[src/mwm_pkg.sv]
`timescale 1ns / 1ps
`default_nettype none

package mwm_pkg;

    typedef enum logic [1:0] {
        REQ_SAMPLE = 2'd0,
        REQ_TICK   = 2'd1,
        REQ_WAKE   = 2'd2,
        REQ_RAISE  = 2'd3
    } t_req;

    typedef enum logic [1:0] {
        RS_NONE      = 2'd0,
        RS_PENDING   = 2'd1,
        RS_CONFIRMED = 2'd2,
        RS_FAILED    = 2'd3
    } t_raise_status;

    // configuration register indexes
    localparam logic [2:0] CFG_MOTION_ACCEL_DELTA  = 3'd0;
    localparam logic [2:0] CFG_MOTION_GYRO_LIMIT   = 3'd1;
    localparam logic [2:0] CFG_IDLE_TIMEOUT_MS     = 3'd2;
    localparam logic [2:0] CFG_RAISE_DELTA_Y       = 3'd3;
    localparam logic [2:0] CFG_RAISE_DELTA_Z       = 3'd4;
    localparam logic [2:0] CFG_RAISE_GYRO_LIMIT    = 3'd5;
    localparam logic [2:0] CFG_RAISE_CONFIRM_COUNT = 3'd6;

    // register reset values
    localparam logic [14:0] RST_MOTION_ACCEL_DELTA  = 15'd120;
    localparam logic [14:0] RST_MOTION_GYRO_LIMIT   = 15'd120;
    localparam logic [15:0] RST_IDLE_TIMEOUT_MS     = 16'd15000;
    localparam logic [14:0] RST_RAISE_DELTA_Y       = 15'd220;
    localparam logic [14:0] RST_RAISE_DELTA_Z       = 15'd220;
    localparam logic [14:0] RST_RAISE_GYRO_LIMIT    = 15'd150;
    localparam logic [3:0]  RST_RAISE_CONFIRM_COUNT = 4'd2;

    localparam logic [15:0] MS_SAT    = 16'hFFFF;
    localparam logic [3:0]  MATCH_SAT = 4'hF;

    typedef struct packed {
        t_req               req;
        logic [2:0][14:0]   accel;   // [0] x, [1] y, [2] z
        logic [2:0][15:0]   gyro;
        logic [15:0]        window;
    } t_item;

    // exact magnitude of a 17-bit signed value whose range stays within +/-32768
    function automatic logic [15:0] mag17(input logic signed [16:0] v);
        logic signed [16:0] neg;
        neg = -v;
        return v[16] ? neg[15:0] : v[15:0];
    endfunction

endpackage

`default_nettype wire

[src/motion_wake_monitor.sv]
`timescale 1ns / 1ps
`default_nettype none

// Motion and wrist-raise monitor for an accel/gyro stream.
// Input channel s_axis: one beat per request. tuser carries the request kind
// (sample, 1 ms tick, wake, start raise check); tdata carries the sample axes
// and the raise window. Output channel m_axis: exactly one result beat per
// input beat, in order: the mode after the request, whether the sample was
// motion, and the raise-check status.
// Each beat passes through the input register, then the compare logic feeding
// the result register and the mode state.
// Throughput: one beat per cycle while m_axis does not stall; the only loop is
// the state update in the result stage.
// When m_axis stalls, the result register holds its beat and the input
// register still takes one more beat; after that s_axis_tready drops until
// the result is taken. No beat is lost or repeated.
// Reset (i_rst_n low, synchronous): both channels empty, low-rate mode, no
// raise check, all thresholds back to their defaults.
// Configuration: i_cfg_we writes register i_cfg_idx from i_cfg_data; unknown
// indexes are ignored. Write only while the block is idle.
module motion_wake_monitor
    import mwm_pkg::*;
(
    input  wire logic         i_clk,
    input  wire logic         i_rst_n,
    // configuration write port
    input  wire logic         i_cfg_we,
    input  wire logic [2:0]   i_cfg_idx,
    input  wire logic [15:0]  i_cfg_data,
    // request stream
    input  wire logic         s_axis_tvalid,
    output logic              s_axis_tready,
    // tdata: accel_x[14:0], accel_y[29:15], accel_z[44:30], gyro_x[60:45],
    //        gyro_y[76:61], gyro_z[92:77], raise_window[108:93], zero pad [111:109]
    input  wire logic [111:0] s_axis_tdata,
    // tuser: req_type[1:0]
    input  wire logic [1:0]   s_axis_tuser,
    // result stream
    output logic              m_axis_tvalid,
    input  wire logic         m_axis_tready,
    // tdata: active_mode[0], motion_seen[1], raise_status[3:2], zero pad [7:4]
    output logic [7:0]        m_axis_tdata
);

    // ---------------------------------------------------------------------
    // configuration registers
    // ---------------------------------------------------------------------
    logic [14:0] r_motion_accel_delta;
    logic [14:0] r_motion_gyro_limit;
    logic [15:0] r_idle_timeout_ms;
    logic [14:0] r_raise_delta_y;
    logic [14:0] r_raise_delta_z;
    logic [14:0] r_raise_gyro_limit;
    logic [3:0]  r_raise_confirm_count;

    always_ff @(posedge i_clk) begin
        if (!i_rst_n) begin
            r_motion_accel_delta  <= RST_MOTION_ACCEL_DELTA;
            r_motion_gyro_limit   <= RST_MOTION_GYRO_LIMIT;
            r_idle_timeout_ms     <= RST_IDLE_TIMEOUT_MS;
            r_raise_delta_y       <= RST_RAISE_DELTA_Y;
            r_raise_delta_z       <= RST_RAISE_DELTA_Z;
            r_raise_gyro_limit    <= RST_RAISE_GYRO_LIMIT;
            r_raise_confirm_count <= RST_RAISE_CONFIRM_COUNT;
        end else if (i_cfg_we) begin
            unique case (i_cfg_idx)
                CFG_MOTION_ACCEL_DELTA:  r_motion_accel_delta  <= i_cfg_data[14:0];
                CFG_MOTION_GYRO_LIMIT:   r_motion_gyro_limit   <= i_cfg_data[14:0];
                CFG_IDLE_TIMEOUT_MS:     r_idle_timeout_ms     <= i_cfg_data;
                CFG_RAISE_DELTA_Y:       r_raise_delta_y       <= i_cfg_data[14:0];
                CFG_RAISE_DELTA_Z:       r_raise_delta_z       <= i_cfg_data[14:0];
                CFG_RAISE_GYRO_LIMIT:    r_raise_gyro_limit    <= i_cfg_data[14:0];
                CFG_RAISE_CONFIRM_COUNT: r_raise_confirm_count <= i_cfg_data[3:0];
                default: ;
            endcase
        end
    end

    // ---------------------------------------------------------------------
    // input register and stage handshake
    // ---------------------------------------------------------------------
    logic  r_in_valid;
    t_item r_in;
    logic  r_out_valid;
    logic  adv;        // item in the input register moves to the result stage
    logic  in_accept;

    assign adv           = r_in_valid && (!r_out_valid || m_axis_tready);
    assign s_axis_tready = !r_in_valid || adv;
    assign in_accept     = s_axis_tvalid && s_axis_tready;

    always_ff @(posedge i_clk) begin
        if (!i_rst_n) begin
            r_in_valid <= 1'b0;
        end else if (in_accept) begin
            r_in_valid <= 1'b1;
        end else if (adv) begin
            r_in_valid <= 1'b0;
        end
    end

    always_ff @(posedge i_clk) begin
        if (in_accept) begin
            r_in.req      <= t_req'(s_axis_tuser);
            r_in.accel[0] <= s_axis_tdata[14:0];
            r_in.accel[1] <= s_axis_tdata[29:15];
            r_in.accel[2] <= s_axis_tdata[44:30];
            r_in.gyro[0]  <= s_axis_tdata[60:45];
            r_in.gyro[1]  <= s_axis_tdata[76:61];
            r_in.gyro[2]  <= s_axis_tdata[92:77];
            r_in.window   <= s_axis_tdata[108:93];
        end
    end

    // ---------------------------------------------------------------------
    // monitor state
    // ---------------------------------------------------------------------
    logic             r_mode_active;
    logic             r_baseline_valid;
    logic [2:0][14:0] r_prev_accel;
    logic [15:0]      r_idle_ms;
    logic             r_raise_busy;
    logic             r_raise_base_valid;
    logic [14:0]      r_raise_base_y;
    logic [14:0]      r_raise_base_z;
    logic [3:0]       r_raise_matches;
    logic [15:0]      r_raise_elapsed;
    logic [15:0]      r_raise_limit;

    logic             n_mode_active;
    logic             n_baseline_valid;
    logic [2:0][14:0] n_prev_accel;
    logic [15:0]      n_idle_ms;
    logic             n_raise_busy;
    logic             n_raise_base_valid;
    logic [14:0]      n_raise_base_y;
    logic [14:0]      n_raise_base_z;
    logic [3:0]       n_raise_matches;
    logic [15:0]      n_raise_elapsed;
    logic [15:0]      n_raise_limit;
    logic             n_motion;
    t_raise_status    n_status;

    // magnitudes: accel differences against the motion baseline and the
    // raise base, gyro rates; differences in 17 bits, magnitudes exact in 16
    logic [2:0][15:0] accel_chg;
    logic [2:0][15:0] gyro_mag;
    logic [15:0]      raise_chg_y;
    logic [15:0]      raise_chg_z;

    always_comb begin
        for (int i = 0; i < 3; i++) begin
            accel_chg[i] = mag17($signed({{2{r_in.accel[i][14]}}, r_in.accel[i]})
                               - $signed({{2{r_prev_accel[i][14]}}, r_prev_accel[i]}));
            gyro_mag[i]  = mag17($signed({r_in.gyro[i][15], r_in.gyro[i]}));
        end
        raise_chg_y = mag17($signed({{2{r_in.accel[1][14]}}, r_in.accel[1]})
                          - $signed({{2{r_raise_base_y[14]}}, r_raise_base_y}));
        raise_chg_z = mag17($signed({{2{r_in.accel[2][14]}}, r_in.accel[2]})
                          - $signed({{2{r_raise_base_z[14]}}, r_raise_base_z}));
    end

    logic motion_hit;
    logic raise_acc_hit;
    logic raise_gyro_hit;

    always_comb begin
        motion_hit = 1'b0;
        raise_gyro_hit = 1'b0;
        for (int i = 0; i < 3; i++) begin
            if (accel_chg[i] >= {1'b0, r_motion_accel_delta}) motion_hit = 1'b1;
            if (gyro_mag[i] >= {1'b0, r_motion_gyro_limit})   motion_hit = 1'b1;
            if (gyro_mag[i] >= {1'b0, r_raise_gyro_limit})    raise_gyro_hit = 1'b1;
        end
        raise_acc_hit = (raise_chg_y >= {1'b0, r_raise_delta_y})
                     || (raise_chg_z >= {1'b0, r_raise_delta_z});
    end

    // next state for the item in the input register; every mode change
    // drops the motion baseline
    always_comb begin
        n_mode_active      = r_mode_active;
        n_baseline_valid   = r_baseline_valid;
        n_prev_accel       = r_prev_accel;
        n_idle_ms          = r_idle_ms;
        n_raise_busy       = r_raise_busy;
        n_raise_base_valid = r_raise_base_valid;
        n_raise_base_y     = r_raise_base_y;
        n_raise_base_z     = r_raise_base_z;
        n_raise_matches    = r_raise_matches;
        n_raise_elapsed    = r_raise_elapsed;
        n_raise_limit      = r_raise_limit;
        n_motion           = 1'b0;
        n_status           = RS_NONE;

        case (r_in.req)
            REQ_SAMPLE: begin
                if (r_raise_busy) begin
                    // samples feed the raise check only
                    if (!r_raise_base_valid) begin
                        n_raise_base_y     = r_in.accel[1];
                        n_raise_base_z     = r_in.accel[2];
                        n_raise_base_valid = 1'b1;
                    end else if (raise_acc_hit && raise_gyro_hit) begin
                        if (r_raise_matches != MATCH_SAT) begin
                            n_raise_matches = r_raise_matches + 4'd1;
                        end
                        if (n_raise_matches >= r_raise_confirm_count) begin
                            n_raise_busy = 1'b0;
                            if (!n_mode_active) begin
                                n_mode_active    = 1'b1;
                                n_baseline_valid = 1'b0;
                            end
                            n_idle_ms = '0;
                            n_status  = RS_CONFIRMED;
                        end
                    end
                end else begin
                    // first sample after reset or a mode change only loads the baseline
                    if (!r_baseline_valid) begin
                        n_baseline_valid = 1'b1;
                    end else begin
                        n_motion = motion_hit;
                    end
                    n_prev_accel = r_in.accel;
                    if (n_motion) begin
                        if (!n_mode_active) begin
                            n_mode_active    = 1'b1;
                            n_baseline_valid = 1'b0;
                        end
                        n_idle_ms = '0;
                    end
                end
            end
            REQ_TICK: begin
                if (r_raise_busy) begin
                    if (r_raise_elapsed != MS_SAT) begin
                        n_raise_elapsed = r_raise_elapsed + 16'd1;
                    end
                    if (n_raise_elapsed >= r_raise_limit) begin
                        n_raise_busy = 1'b0;
                        if (n_mode_active) begin
                            n_mode_active    = 1'b0;
                            n_baseline_valid = 1'b0;
                        end
                        n_status = RS_FAILED;
                    end
                end else if (r_mode_active) begin
                    if (r_idle_ms != MS_SAT) begin
                        n_idle_ms = r_idle_ms + 16'd1;
                    end
                    if (n_idle_ms >= r_idle_timeout_ms) begin
                        n_mode_active    = 1'b0;
                        n_baseline_valid = 1'b0;
                        n_idle_ms        = '0;
                    end
                end
            end
            REQ_WAKE: begin
                if (!n_mode_active) begin
                    n_mode_active    = 1'b1;
                    n_baseline_valid = 1'b0;
                end
                n_idle_ms = '0;
            end
            default: begin
                // start (or restart) a raise check
                if (!n_mode_active) begin
                    n_mode_active    = 1'b1;
                    n_baseline_valid = 1'b0;
                end
                n_idle_ms          = '0;
                n_raise_limit      = r_in.window;
                n_raise_elapsed    = '0;
                n_raise_matches    = '0;
                n_raise_base_valid = 1'b0;
                n_raise_busy       = 1'b1;
                if (r_in.window == '0) begin
                    // empty window fails on the spot
                    n_raise_busy     = 1'b0;
                    n_mode_active    = 1'b0;
                    n_baseline_valid = 1'b0;
                    n_status         = RS_FAILED;
                end
            end
        endcase

        if (n_status == RS_NONE && n_raise_busy) begin
            n_status = RS_PENDING;
        end
    end

    always_ff @(posedge i_clk) begin
        if (!i_rst_n) begin
            r_mode_active      <= 1'b0;
            r_baseline_valid   <= 1'b0;
            r_prev_accel       <= '0;
            r_idle_ms          <= '0;
            r_raise_busy       <= 1'b0;
            r_raise_base_valid <= 1'b0;
            r_raise_base_y     <= '0;
            r_raise_base_z     <= '0;
            r_raise_matches    <= '0;
            r_raise_elapsed    <= '0;
            r_raise_limit      <= '0;
        end else if (adv) begin
            r_mode_active      <= n_mode_active;
            r_baseline_valid   <= n_baseline_valid;
            r_prev_accel       <= n_prev_accel;
            r_idle_ms          <= n_idle_ms;
            r_raise_busy       <= n_raise_busy;
            r_raise_base_valid <= n_raise_base_valid;
            r_raise_base_y     <= n_raise_base_y;
            r_raise_base_z     <= n_raise_base_z;
            r_raise_matches    <= n_raise_matches;
            r_raise_elapsed    <= n_raise_elapsed;
            r_raise_limit      <= n_raise_limit;
        end
    end

    // ---------------------------------------------------------------------
    // result register
    // ---------------------------------------------------------------------
    logic          r_out_active;
    logic          r_out_motion;
    t_raise_status r_out_status;

    always_ff @(posedge i_clk) begin
        if (!i_rst_n) begin
            r_out_valid <= 1'b0;
        end else if (adv) begin
            r_out_valid <= 1'b1;
        end else if (m_axis_tready) begin
            r_out_valid <= 1'b0;
        end
    end

    always_ff @(posedge i_clk) begin
        if (adv) begin
            r_out_active <= n_mode_active;
            r_out_motion <= n_motion;
            r_out_status <= n_status;
        end
    end

    assign m_axis_tvalid = r_out_valid;
    assign m_axis_tdata  = {4'b0000, r_out_status, r_out_motion, r_out_active};

    // ---------------------------------------------------------------------
    // assertions
    // ---------------------------------------------------------------------
    // a running raise check keeps the block in active mode
    a_busy_active: assert property (@(posedge i_clk) disable iff (!i_rst_n)
        r_raise_busy |-> r_mode_active)
        else $error("raise check running in low-rate mode");

    // a confirmed raise always reports active mode
    a_confirm_active: assert property (@(posedge i_clk) disable iff (!i_rst_n)
        (r_out_valid && r_out_status == RS_CONFIRMED) |-> r_out_active)
        else $error("confirmed raise without active mode");

    // a failed raise always reports low-rate mode
    a_fail_low: assert property (@(posedge i_clk) disable iff (!i_rst_n)
        (r_out_valid && r_out_status == RS_FAILED) |-> !r_out_active)
        else $error("failed raise left the block active");

    // motion is reported only outside a raise check and leaves the block active
    a_motion_active: assert property (@(posedge i_clk) disable iff (!i_rst_n)
        (r_out_valid && r_out_motion) |-> (r_out_active && r_out_status == RS_NONE))
        else $error("motion reported with wrong mode or raise status");

    // a result that moved up shows as valid in the result register
    a_adv_fill: assert property (@(posedge i_clk) disable iff (!i_rst_n)
        adv |=> r_out_valid)
        else $error("result stage lost a beat");

endmodule

`default_nettype wire

[config.mk]
export PLATFORM = sky130hd
export DESIGN_NAME = motion_wake_monitor
export DESIGN_NICKNAME = d
export VERILOG_FILES = /design/src/mwm_pkg.sv /design/src/motion_wake_monitor.sv
export SDC_FILE = /design/constraint.sdc
export NUM_CORES = 1
export LEC_CHECK = 0
export ABC_AREA = 1
export BUFFER_PORTS_ARGS = -buffer_cell sky130_fd_sc_hd__buf_2
export CORE_MARGIN = 1.5
export CORE_UTILIZATION = 40
export DETAILED_ROUTE_END_ITERATION = 10
export GPL_ROUTABILITY_DRIVEN = 0
export HOLD_SLACK_MARGIN = 0.15
export SLEW_MARGIN = 5
export SYNTH_ARGS = -nofsm -noshare
export SYNTH_HDL_FRONTEND = slang
export SYNTH_SLANG_ARGS = --single-unit
[constraint.sdc]
create_clock -name i_clk -period 5.9 [get_ports i_clk]
set_input_delay 0.59 -clock i_clk [delete_from_list [all_inputs] [get_ports i_clk]]
set_output_delay 0.59 -clock i_clk [all_outputs]
set_load 0.02 [all_outputs]
**Word-level counts from Yosys, hierarchy flattened**

Index checks and enable logic that the tools add are counted.

- Bits in registers: 343
- Input bits: 138
- Output and inout bits: 10
- Word-level logic and storage cells: 221

- $add $sub $neg: 16
- $lt $le $gt $ge: 14
- Equality and inequality tests: 25
- Multiplexer cells: 93
- Bitwise operators: 6
- Reductions and logical operators: 34

Operators with widths:

| operator | number |
|---|---|
| 2-to-1 mux 16 bit | 24 |
| >= comparator 16 x 15 -> 1 bit | 11 |
| negator 16 bit | 8 |
| subtractor 15 x 15 -> 16 bit | 5 |
| one-hot mux 16 bit (2 select lines) | 2 |
| 2-to-1 mux 1 bit | 46 |
| adder 16 x 1 -> 16 bit (second input constant) | 2 |
| >= comparator 16 bit | 2 |
| 2-to-1 mux 4 bit | 8 |
| != test 16 bit (second input constant) | 2 |
| != test 3 bit (second input constant) | 8 |
| logical NOT 16 bit | 1 |
| AND reduction 2 bit | 8 |
| 2-to-1 mux 2 bit | 7 |
| != test 2 bit (second input constant) | 6 |
| equality test 3 bit (second input constant) | 3 |
| one-hot mux 1 bit (3 select lines) | 3 |
| AND reduction 3 bit | 3 |
| one-hot mux 4 bit (2 select lines) | 1 |
| AND reduction 8 bit | 1 |
| AND reduction 7 bit | 1 |
| equality test 3 x 2 -> 1 bit (second input constant) | 2 |
| NOT 1 bit | 6 |
| one-hot mux 2 bit (3 select lines) | 1 |
| other kinds (17) | 27 |

**Logic depth before layout (Yosys ltp)**

Gate-level depths: netlist of run 1.

- Depth after elaboration: 19
- Mapped depth: 39
- Gate-level depth less buffers: 37

**Worst setup path after synthesis of run 1**

No wires, ideal clock.

- Kind: flip-flop to flip-flop
- From: reg r_in[94] (netlist bit)
- To: reg r_idle_ms[11]
- Library setup time: 0.111 ns
- Arrival time: 4.583 ns
- Required time: 5.789 ns
- Setup slack: 1.206 ns
- Cell stages (with the launch flop): 31
- Path buffers: 2
- Clock period less this slack: 4.694 ns
- Cell sequence: edfxtp_1 -> inv_1 -> ha_1 -> inv_1 -> fa_1 -> nand3_1 -> nand2_2 -> a21oi_4 -> nor2_1 -> nor2_2 -> xor2_2 -> or3b_2 -> nor2_1 -> nand3_1 -> o21ai_0 -> xor2_1 -> ha_1 -> or4_1 -> nor3_1 -> nand4_1 -> nor2_1 -> nand3_1 -> nor2_1 -> nand3_2 -> nand2_2 -> nand2_4 -> and2_4 -> buf_6 -> buf_12 -> nor2_4 -> nor2_2

- Longest elaborated chain between the ends: 11
- Elaborated cells between the ends (all ways): 18
- Those cells by class: 4 x add/sub; 2 x order compare; 2 x eq/ne; 7 x mux; 3 x reduce/logical

Ends and longest elaborated chain:

| what | line | source |
|---|---|---|
| from (decl) | motion_wake_monitor.sv:83 | `t_item r_in;` |
| subtractor 15 x 15 -> 16 bit | motion_wake_monitor.sv:154 | `- $signed({{2{r_prev_accel[i][14]}}, r_prev_accel[i]}));` |
| negator 16 bit | mwm_pkg.sv:51 | `neg = -v;` |
| 2-to-1 mux 16 bit | mwm_pkg.sv:52 | `return v[16] ? neg[15:0] : v[15:0];` |
| >= comparator 16 x 15 -> 1 bit | motion_wake_monitor.sv:171 | `if (accel_chg[i] >= {1'b0, r_motion_accel_delta}) motion_hit = 1'b1;` |
| 2-to-1 mux 1 bit | motion_wake_monitor.sv:171 |  |
| 2-to-1 mux 1 bit | motion_wake_monitor.sv:172 | `if (gyro_mag[i] >= {1'b0, r_motion_gyro_limit}) motion_hit = 1'b1;` |
| 2-to-1 mux 1 bit | motion_wake_monitor.sv:220 | `if (!r_baseline_valid) begin` |
| 2-to-1 mux 1 bit | motion_wake_monitor.sv:198 | `if (r_raise_busy) begin` |
| 2-to-1 mux 1 bit | motion_wake_monitor.sv:196 | `case (r_in.req)` |
| != test 3 bit (no line) | -- |  |
| AND reduction 7 bit (no line) * | -- |  |
| to (signal assigned) | motion_wake_monitor.sv:310 | `r_idle_ms <= n_idle_ms;` |
| to (decl) | motion_wake_monitor.sv:121 | `logic [15:0] r_idle_ms;` |

Mark *: on every way between the ends. The rest lies on a longest branch, timed or not. The select of a mux whose other input is x is not followed.
A chain may end at the register's enable or synchronous reset.

**Worst setup path after layout of run 1**

- From: reg r_in[94] (netlist bit)
- To: reg r_idle_ms[5]

Same word-level chain as after synthesis.

==> key figures, run 1 <==
Global route
  • GR Layer Usage met3: 2.98%
  • Initial antenna violation count: 1
  • GR peak layer: met2
  • M2 GR Usage: 31.9%
  • Tot GR Track Use: 19.4%
  • Pin count of the biggest net entering global routing: 205
  • Met1 Use GR: 26.5%
  • First-pass GRT wire length: 98000 um
  • Vias in the first global route: 18900
  • GR Overflow Total: 0

Run
  • Max-cap violations: 0

Hold path
  • Hold path start: s_axis_tdata[47]
  • Hold crit path type: in2reg

Place
  • IO buf count: 140
  • Placed cells: 4129
  • Post-place instance area: 25800 um2
  • Hpwl dp: 45900 um

Worst setup path
  • CP startpoint: r_in[94]$_DFFE_PP_
  • Worst EP required: 6360 ps
  • Worst setup EP type: register
  • Worst-path maximum fanout: 18
  • Slowest stage cell on the critical path: or3b_2
  • Worst Setup Path Type: reg2reg
  • Worst Setup Start Kind: register
  • Most frequent CP cell: nor2_1
  • CP peak stage delay: 490 ps
  • Worst EP arrival: 5680 ps
  • Crit Reg-Reg Startpoint: r_in[94]$_DFFE_PP_

Power
  • P_leak: 12.6 nW
  • PD cells: 258 nW/um2
  • Maximum vdd drop: 0.173 mV

Logic synthesis
  • Top-count cell post-synth: nand2_1
  • Mapped Area: 24300 um2
  • Post-synth ARST share: 0%
  • Ranking of synthesized cells by area: dfxtp_1 19%, ha_1 15%, edfxtp_1 14%
  • Share of the synthesized area in the top cell type: 18.8%
  • Mean post-synth cell area: 7.44 um2
  • Yosys Warn Count: 0
  • Seq/Total Area, Yosys: 33.0%
  • Synth Flop Type: dfxtp_1
  • Post-synth EDFFs: 115
  • Count of different cell masters after synthesis: 62
  • #FFs+latches synth: 343
  • Synth cell count leaders: 670 x nand2_1, 521 x inv_1, 338 x a21oi_1
  • Gate Count Post-Synth: 3270
  • Cell taking the most area after synthesis: dfxtp_1

Drt
  • Post-DRT Antenna Nets: 0
  • Pre-Repair DR Iteration Count: 5
  • Vias/cell: 4.85
  • Initial DRC Count: 1158
  • Vias: 20500
  • DRC errors left: 0
  • Post-Route WL: 60100 um
  • WL per Instance: 14.2 um

STA
  • Max-slew violations: 0
  • Slew headroom: 25.5%
  • Final worst path period share: 88.6%
  • Slew at the pin closest to its max-slew limit: 1110 ps
  • Clock Skew: 23.9 ps
  • Max frequency: 191 MHz
  • Tmin final: 5230 ps
  • Setup TNS: 0 ps
  • Final setup vio count: 0
  • Endpoints failing hold: 0
  • RSZ-0062 raised after global routing: no

Floorplanning
  • Die Width: 250 um
  • Initial Util: 40.4%
  • Row count: 90
  • I/O pin total: 148
  • Core ar.: 60200 um2
  • Die Span Y: 250 um
  • Full die area: 62300 um2

Cells and area
  • Finished Layout Cells: 4220
  • Seq. cell area: 8020 um2
  • Layout area overhead: 12.7%
  • Layout cell share with drive strength beyond 1: 9.34%
  • Net count reported at finish: 3837
  • Multi-input logic area: 14000 um2
  • Filler Cells Inserted: 6124
  • Final Cell Area: 27400 um2

Clock tree
  • Clk slew on worst S/H paths: 60 ps
  • Post-CTS resize count: 0
  • CTS tree: yes
  • TritonCTS Buffers: 42
  • H-tree depth: 2
  • Worst skew pair latency: 590 ps
  • Setup Fix Bufs, Post-CTS: 0
  • Root buf cell: clkbuf_16
  • CTS Sinks: 343
  • Clock tree buffer depth: 3

Outcome
  • Status: completed
-- stage by stage --
stage	util [%]	total power [W]	hold WS [ps]	worst slack [ps]
floorplan	-	0.00388	433	1210
global placement	42.7	0.00426	444	752
detailed placement	42.7	0.00428	451	679
CTS	45.5	0.00717	150	651
global route	45.5	0.00752	154	162
finish	45.5	0.00708	184	675
-- routing by layer --
metal  routed length (um)  vias to the layer above
met5                    0                        -
met3                 2750                       68
met1                29200                     9025
met4                 1210                        0
li1                     -                    11100
met2                27000                      320
-- critical path: cells and delay by family (launching register included) --
kind	cells	cell delay, ps
AND/OR/NAND/NOR	19	3020
adder cells (fa/ha/maj)	3	790
XOR/XNOR	2	400
flip-flops	1	370
AO/OA/AOI/OAI	2	360
buffers and inverters	2	180
-- state kept, by name, indices dropped and copies added (netlist names) --
name and flops:
r_raise_base_z 15, r_raise_elapsed 16, r_out_status 2, r_raise_delta_y 15, r_raise_matches 4, r_idle_timeout_ms 16, r_in 111, r_in_valid 1
r_motion_accel_delta 15, r_idle_ms 16, r_raise_base_valid 1, r_raise_gyro_limit 15, r_mode_active 1, r_baseline_valid 1, r_motion_gyro_limit 15, r_raise_limit 16
r_raise_busy 1, r_raise_base_y 15, r_out_active 1, r_raise_confirm_count 4, m_axis_tvalid 1, r_prev_accel 45, r_raise_delta_z 15, r_out_motion 1
-- final timing paths --
path	end	slack, ps	depth (start not counted)
max	r_idle_ms[5]$_SDFFE_PN0P_	670	28
min reg2reg	r_prev_accel[40]$_SDFFE_PN0P_	460	2
min	r_in[18]$_DFFE_PP_	180	1
max reg2reg	r_idle_ms[5]$_SDFFE_PN0P_	670	28
-- layout make-up --
type	count	area share [%]
clock buffer	51	4.34
antenna	3	0.0274
sequential	343	29.3
multi-input combinational	2324	51.0
timing repair buffer	158	3.21
inverter	533	7.32
tap	782	3.57
clock inverter	26	1.25
-- cells in the final DEF, fill, tap and decap left out, drive strengths merged, types with 9 or more instances in the layout --
cell type / count
buf: 147
o21ai: 212
nand2: 691
nor2: 229
nor4: 9
a21oi: 344
nand3: 173
a31oi: 13
a211oi: 11
nor3: 60
nand4: 34
xor2: 103
dfxtp: 228
nand3b: 10
edfxtp: 115
inv: 535
clkinv: 12
ha: 292
clkbuf: 51
xnor2: 39
or2: 10
o21bai: 9
o211ai: 37
dlygate4sd3: 11
-- cell families (layout without fill, tap and decap cells) --
logic type | Yosys count | after routing | synth area share [%]
xor gates and xnor gates | 142 | 142 | 5.27
adders and majority gates | 297 | 297 | 15.4
DFF | 343 | 343 | 33.0
other | 1 | 7 | 0.0154
muxes | 2 | 2 | 0.0926
AOI/OAI and AO/OA | 653 | 653 | 14.5
and+or+nand+nor | 1226 | 1226 | 22.1
buffers and inverters | 606 | 768 | 9.57
-- what timing repair did --
action / 4_1_cts / 5_1_grt
hold buffers: 11 / 0
hold endpoints to repair: 11 / 0
endpoints found under the setup margin: 0 / 0
-- where the power goes --
part,internal [W],switching [W],total (W)
Clock,0.00175,0.00109,0.00285
Sequential,0.00255,0.0000672,0.00261
Combinational,0.000614,0.00100,0.00162
Power figures use the tool's default switching activity.
==> inputs of run 2 (changes only) <==
MAX_ROUTING_LAYER = met4   (was not set)
==> key figures, run 2 (same netlist as run 1, synthesis figures left out) <==
Global route
  • GR Overflow Total: 0
  • Vias in the first global route: 18900
  • Tot GR Track Use: 19.9%
  • Initial antenna violation count: 1
  • Pin count of the biggest net entering global routing: 205
  • First-pass GRT wire length: 98100 um

Drt
  • DRC errors left: 0
  • Initial DRC Count: 1188
  • Post-Route WL: 60300 um
  • Post-DRT Antenna Nets: 0
  • WL per Instance: 14.3 um
  • Vias: 20400
  • Pre-Repair DR Iteration Count: 7
  • Vias/cell: 4.84

Cells and area
  • Filler Cells Inserted: 6125
  • Final Cell Area: 27400 um2
  • Largest Register: r_in
  • Multi-input logic area: 14000 um2
  • Seq. cell area: 8020 um2
  • Most common cell after layout, fill and taps aside: nand2_1
  • Layout area overhead: 12.7%
  • Post-layout util: 45.5%
  • Max FFs per register: 111
  • Largest regs: r_in: 111 flops, r_prev_accel: 45 flops
  • Net count reported at finish: 3837
  • Most frequent cells in the layout: 670 x nand2_1, 519 x inv_1, 338 x a21oi_1
  • Layout cell share with drive strength beyond 1: 9.34%

Clock tree
  • CTS Sinks: 343
  • CTS tree: yes
  • Clock tree buffer depth: 3
  • TritonCTS Buffers: 42
  • Post-CTS resize count: 0
  • Worst skew pair latency: 590 ps
  • H-tree depth: 2
  • Root buf cell: clkbuf_16
  • Clk slew on worst S/H paths: 60 ps

Worst setup path
  • Worst EP required: 6360 ps
  • Critical Path Stages: 28
  • Slowest stage cell on the critical path: or3b_2
  • Most frequent CP cell: nor2_1
  • Worst Setup Path Type: reg2reg
  • Bufs and invs on worst path: 2
  • Worst EP arrival: 5680 ps
  • Worst-path maximum fanout: 18
  • Worst setup EP type: register
  • R2R cell count: 28
  • Cell family with most CP delay: simple AND/OR/NAND/NOR gates
  • Worst Setup Start Kind: register
  • R2R setup slack: 670 ps
  • CP peak stage delay: 490 ps

STA
  • Endpoints failing hold: 0
  • Hold Slack: 184 ps
  • Max-slew violations: 0
  • Slew at the pin closest to its max-slew limit: 1070 ps
  • Slew headroom: 28.4%
  • Final setup vio count: 0
  • Clock Skew: 24.5 ps
  • Tmin final: 5230 ps
  • Final worst path period share: 88.6%
  • Max frequency: 191 MHz
  • RSZ-0062 raised after global routing: no
  • Setup TNS: 0 ps

Floorplanning
  • Row count: 90
  • Die Width: 250 um
  • Core ar.: 60200 um2
  • Die Span Y: 250 um
  • Full die area: 62300 um2
  • I/O pin total: 148
  • Initial Util: 40.4%

Hold path
  • Hold crit path type: in2reg
  • Hold path cells: 1

Place
  • IO buf count: 140
  • Post-place instance area: 25800 um2
  • Hpwl dp: 45900 um

Outcome
  • Status: completed

Power
  • Maximum vdd drop: 0.173 mV
  • PD cells: 258 nW/um2
  • P_leak: 12.6 nW
  • Power, Total: 0.00708 W

Run
  • Max-cap violations: 0
==> run 2: repair_timing <==
| item | in CTS | in global routing |
|---|---|---|
| endpoints found under the setup margin | 0 | 0 |
| hold buffers | 11 | 0 |
| buffers inserted | 0 | 0 |
| hold endpoints to repair | 11 | 0 |
==> run 2: through the flow <==
stage	setup slack, ps	cells
2_1_floorplan	1210	3273
4_1_cts	651	4217
5_1_grt	163	4218
3_3_place_gp	752	4129
6_report	675	4218
3_5_place_dp	679	4129
==> run 2: final timing paths <==
path                                   from                              to
max                      r_in[94]$_DFFE_PP_       r_idle_ms[5]$_SDFFE_PN0P_
min                        s_axis_tdata[47]              r_in[18]$_DFFE_PP_
max reg2reg              r_in[94]$_DFFE_PP_       r_idle_ms[5]$_SDFFE_PN0P_
min reg2reg  r_raise_base_y[4]$_SDFFE_PN0P_  r_raise_base_y[4]$_SDFFE_PN0P_
==> run 2: area by class of cell <==
| type | instances | area share (%) |
|---|---|---|
| clock inverter | 26 | 1.25 |
| antenna | 1 | 0.00913 |
| sequential | 343 | 29.3 |
| timing repair buffer | 158 | 3.21 |
| clock buffer | 51 | 4.34 |
| multi-input combinational | 2324 | 51.0 |
| inverter | 533 | 7.32 |
| tap | 782 | 3.57 |
==> run 2: report_power, final <==
part | leakage [nW] | total [W] | switching, W | internal, W
sequential | 2.98 | 0.00261 | 0.0000674 | 0.00255
combinational | 8.90 | 0.00162 | 0.00100 | 0.000614
clock | 0.739 | 0.00285 | 0.00110 | 0.00175
==> run 2: worst reg2reg max path, delay by kind of cell (launching register included) <==
kind | cells | cell delay [ps]
adder cells (fa/ha/maj) | 3 | 790
flip-flops | 1 | 370
buffers and inverters | 2 | 180
AND/OR/NAND/NOR | 19 | 3030
AO/OA/AOI/OAI | 2 | 360
XOR/XNOR | 2 | 400
==> run 2: metal layers <==
metal,vias to the layer above,track usage [%],wire length [um]
met5,-,-,0
met4,0,4.72,1180
met3,66,2.96,2610
met2,305,31.8,27100
met1,9010,26.6,29400
li1,11100,-,-
==> inputs of run 3 (changes only) <==
REMOVE_ABC_BUFFERS = 1   (was not set)
==> key figures, run 3 (same netlist as run 1, synthesis figures left out) <==
Outcome
  • Status: completed

Cells and area
  • Most common cell after layout, fill and taps aside: nand2_1
  • Max FFs per register: 111
  • Largest Register: r_in
  • Layout cell share with drive strength beyond 1: 9.11%
  • Net count reported at finish: 3846
  • Most frequent cells in the layout: 670 x nand2_1, 519 x inv_1, 338 x a21oi_1
  • Post-layout util: 45.3%
  • Diode count: 0
  • Largest regs: r_in: 111 flops, r_prev_accel: 45 flops
  • Layout area overhead: 12.3%

Global route
  • Vias in the first global route: 18900
  • GR Overflow Total: 0
  • Initial antenna violation count: 1
  • First-pass GRT wire length: 98500 um
  • Pin count of the biggest net entering global routing: 84
  • Tot GR Track Use: 20.0%

Worst setup path
  • R2R cell count: 28
  • Worst EP required: 6370 ps
  • Crit Reg-Reg Startpoint: r_in[94]$_DFFE_PP_
  • Worst Setup Start Kind: register
  • Bufs and invs on worst path: 2
  • Critical Path Stages: 28
  • CP Capture Point: r_idle_ms[0]$_SDFFE_PN0P_
  • CP startpoint: r_in[94]$_DFFE_PP_
  • CP peak stage delay: 490 ps
  • Worst EP arrival: 5780 ps
  • R2r endpoint: r_idle_ms[0]$_SDFFE_PN0P_
  • Worst setup EP type: register
  • Worst-path maximum fanout: 18
  • Slowest stage cell on the critical path: or3b_2
  • R2R setup slack: 600 ps
  • Worst Setup Path Type: reg2reg
  • Most frequent CP cell: nor2_1
  • Cell family with most CP delay: simple AND/OR/NAND/NOR gates

Power
  • PD cells: 250 nW/um2
  • Maximum vdd drop: 0.186 mV
  • P_leak: 12.6 nW

Clock tree
  • CTS tree: yes
  • TritonCTS Buffers: 43
  • Worst skew pair latency: 590 ps
  • CTS Sinks: 343
  • Post-CTS resize count: 0
  • Post-CTS Hold Buffers: 17
  • H-tree depth: 2
  • Setup Fix Bufs, Post-CTS: 0
  • Clk slew on worst S/H paths: 60 ps
  • Root buf cell: clkbuf_16
  • Clock tree buffer depth: 3

STA
  • Final setup vio count: 0
  • Max-slew violations: 0
  • Slew headroom: 26.1%
  • Slew at the pin closest to its max-slew limit: 1100 ps
  • Tmin final: 5300 ps
  • Hold Slack: 175 ps
  • RSZ-0062 raised after global routing: no
  • Clock Skew: 18.1 ps
  • Final worst path period share: 89.9%
  • Setup TNS: 0 ps
  • Max frequency: 189 MHz
  • Endpoints failing hold: 0

Run
  • Max-cap violations: 0

Drt
  • Post-DRT Antenna Nets: 0
  • Vias/cell: 4.88
  • Initial DRC Count: 1042
  • Post-Route WL: 60600 um
  • Pre-Repair DR Iteration Count: 9
  • Vias: 20700
  • WL per Instance: 14.3 um
  • DRC errors left: 0

Floorplanning
  • Row count: 90
  • Die Span Y: 250 um
  • Full die area: 62300 um2
  • I/O pin total: 148
  • Die Width: 250 um
  • Core ar.: 60200 um2
  • Initial Util: 40.4%

Hold path
  • Hold crit path type: in2reg
  • Hold path cells: 1

Place
  • IO buf count: 140
  • Hpwl dp: 46300 um
-- run 3: per-layer routing --
metal  up-vias  global-route usage, %  wire (um)
met5         -                      -          0
met2       332                   32.2      27600
met4         0                   4.27       1030
li1      11100                      -          -
met1      9184                   26.8      29200
met3        63                   2.70       2690
-- run 3: per-stage QoR --
stage               instance area (um2)  instances  total power (W)  setup slack (ps)
floorplan                         24000       3200          0.00385              1280
global placement                  25800       4131          0.00426               706
detailed placement                25800       4131          0.00428               653
CTS                               27300       4228          0.00692               630
global route                      27300       4228          0.00728               106
finish                            27300       4228          0.00683               595
-- run 3: area by class of cell --
class	instances	area [um2]
Timing Repair Buffer	166	945
Fill cell	6188	32900
Multi-Input combinational cell	2324	14000
Inverter	533	2010
Tap cell	782	978
Clock buffer	64	1260
Sequential cell	343	8020
Clock inverter	16	124
-- run 3: worst reg2reg max path, delay by kind of cell (launching register included) --
family	cells	cell delay (ps)
AND/OR/NAND/NOR	19	3090
flip-flops	1	350
buffers and inverters	2	180
AO/OA/AOI/OAI	2	370
adder cells (fa/ha/maj)	3	810
XOR/XNOR	2	430
-- run 3: how the worst min path moves through the flow --
stage / from / end / slack (ps)
final: s_axis_tdata[50] / r_in[21]$_DFFE_PP_ / 180
after global routing: s_axis_tdata[50] / r_in[21]$_DFFE_PP_ / 150
after CTS: s_axis_tdata[108] / r_in[15]$_DFFE_PP_ / 150
after detailed placement: r_prev_accel[21]$_SDFFE_PN0P_ / r_prev_accel[21]$_SDFFE_PN0P_ / 450
after global placement: r_raise_base_y[3]$_SDFFE_PN0P_ / r_raise_base_y[3]$_SDFFE_PN0P_ / 440
after floorplan: r_prev_accel[10]$_SDFFE_PN0P_ / r_prev_accel[10]$_SDFFE_PN0P_ / 430
-- run 3: where the power goes --
part           leakage (nW)  switching (W)  internal [W]  total, W
clock                 0.677        0.00107       0.00153   0.00259
sequential             2.98      0.0000690       0.00255   0.00262
combinational          8.93        0.00101      0.000617   0.00162
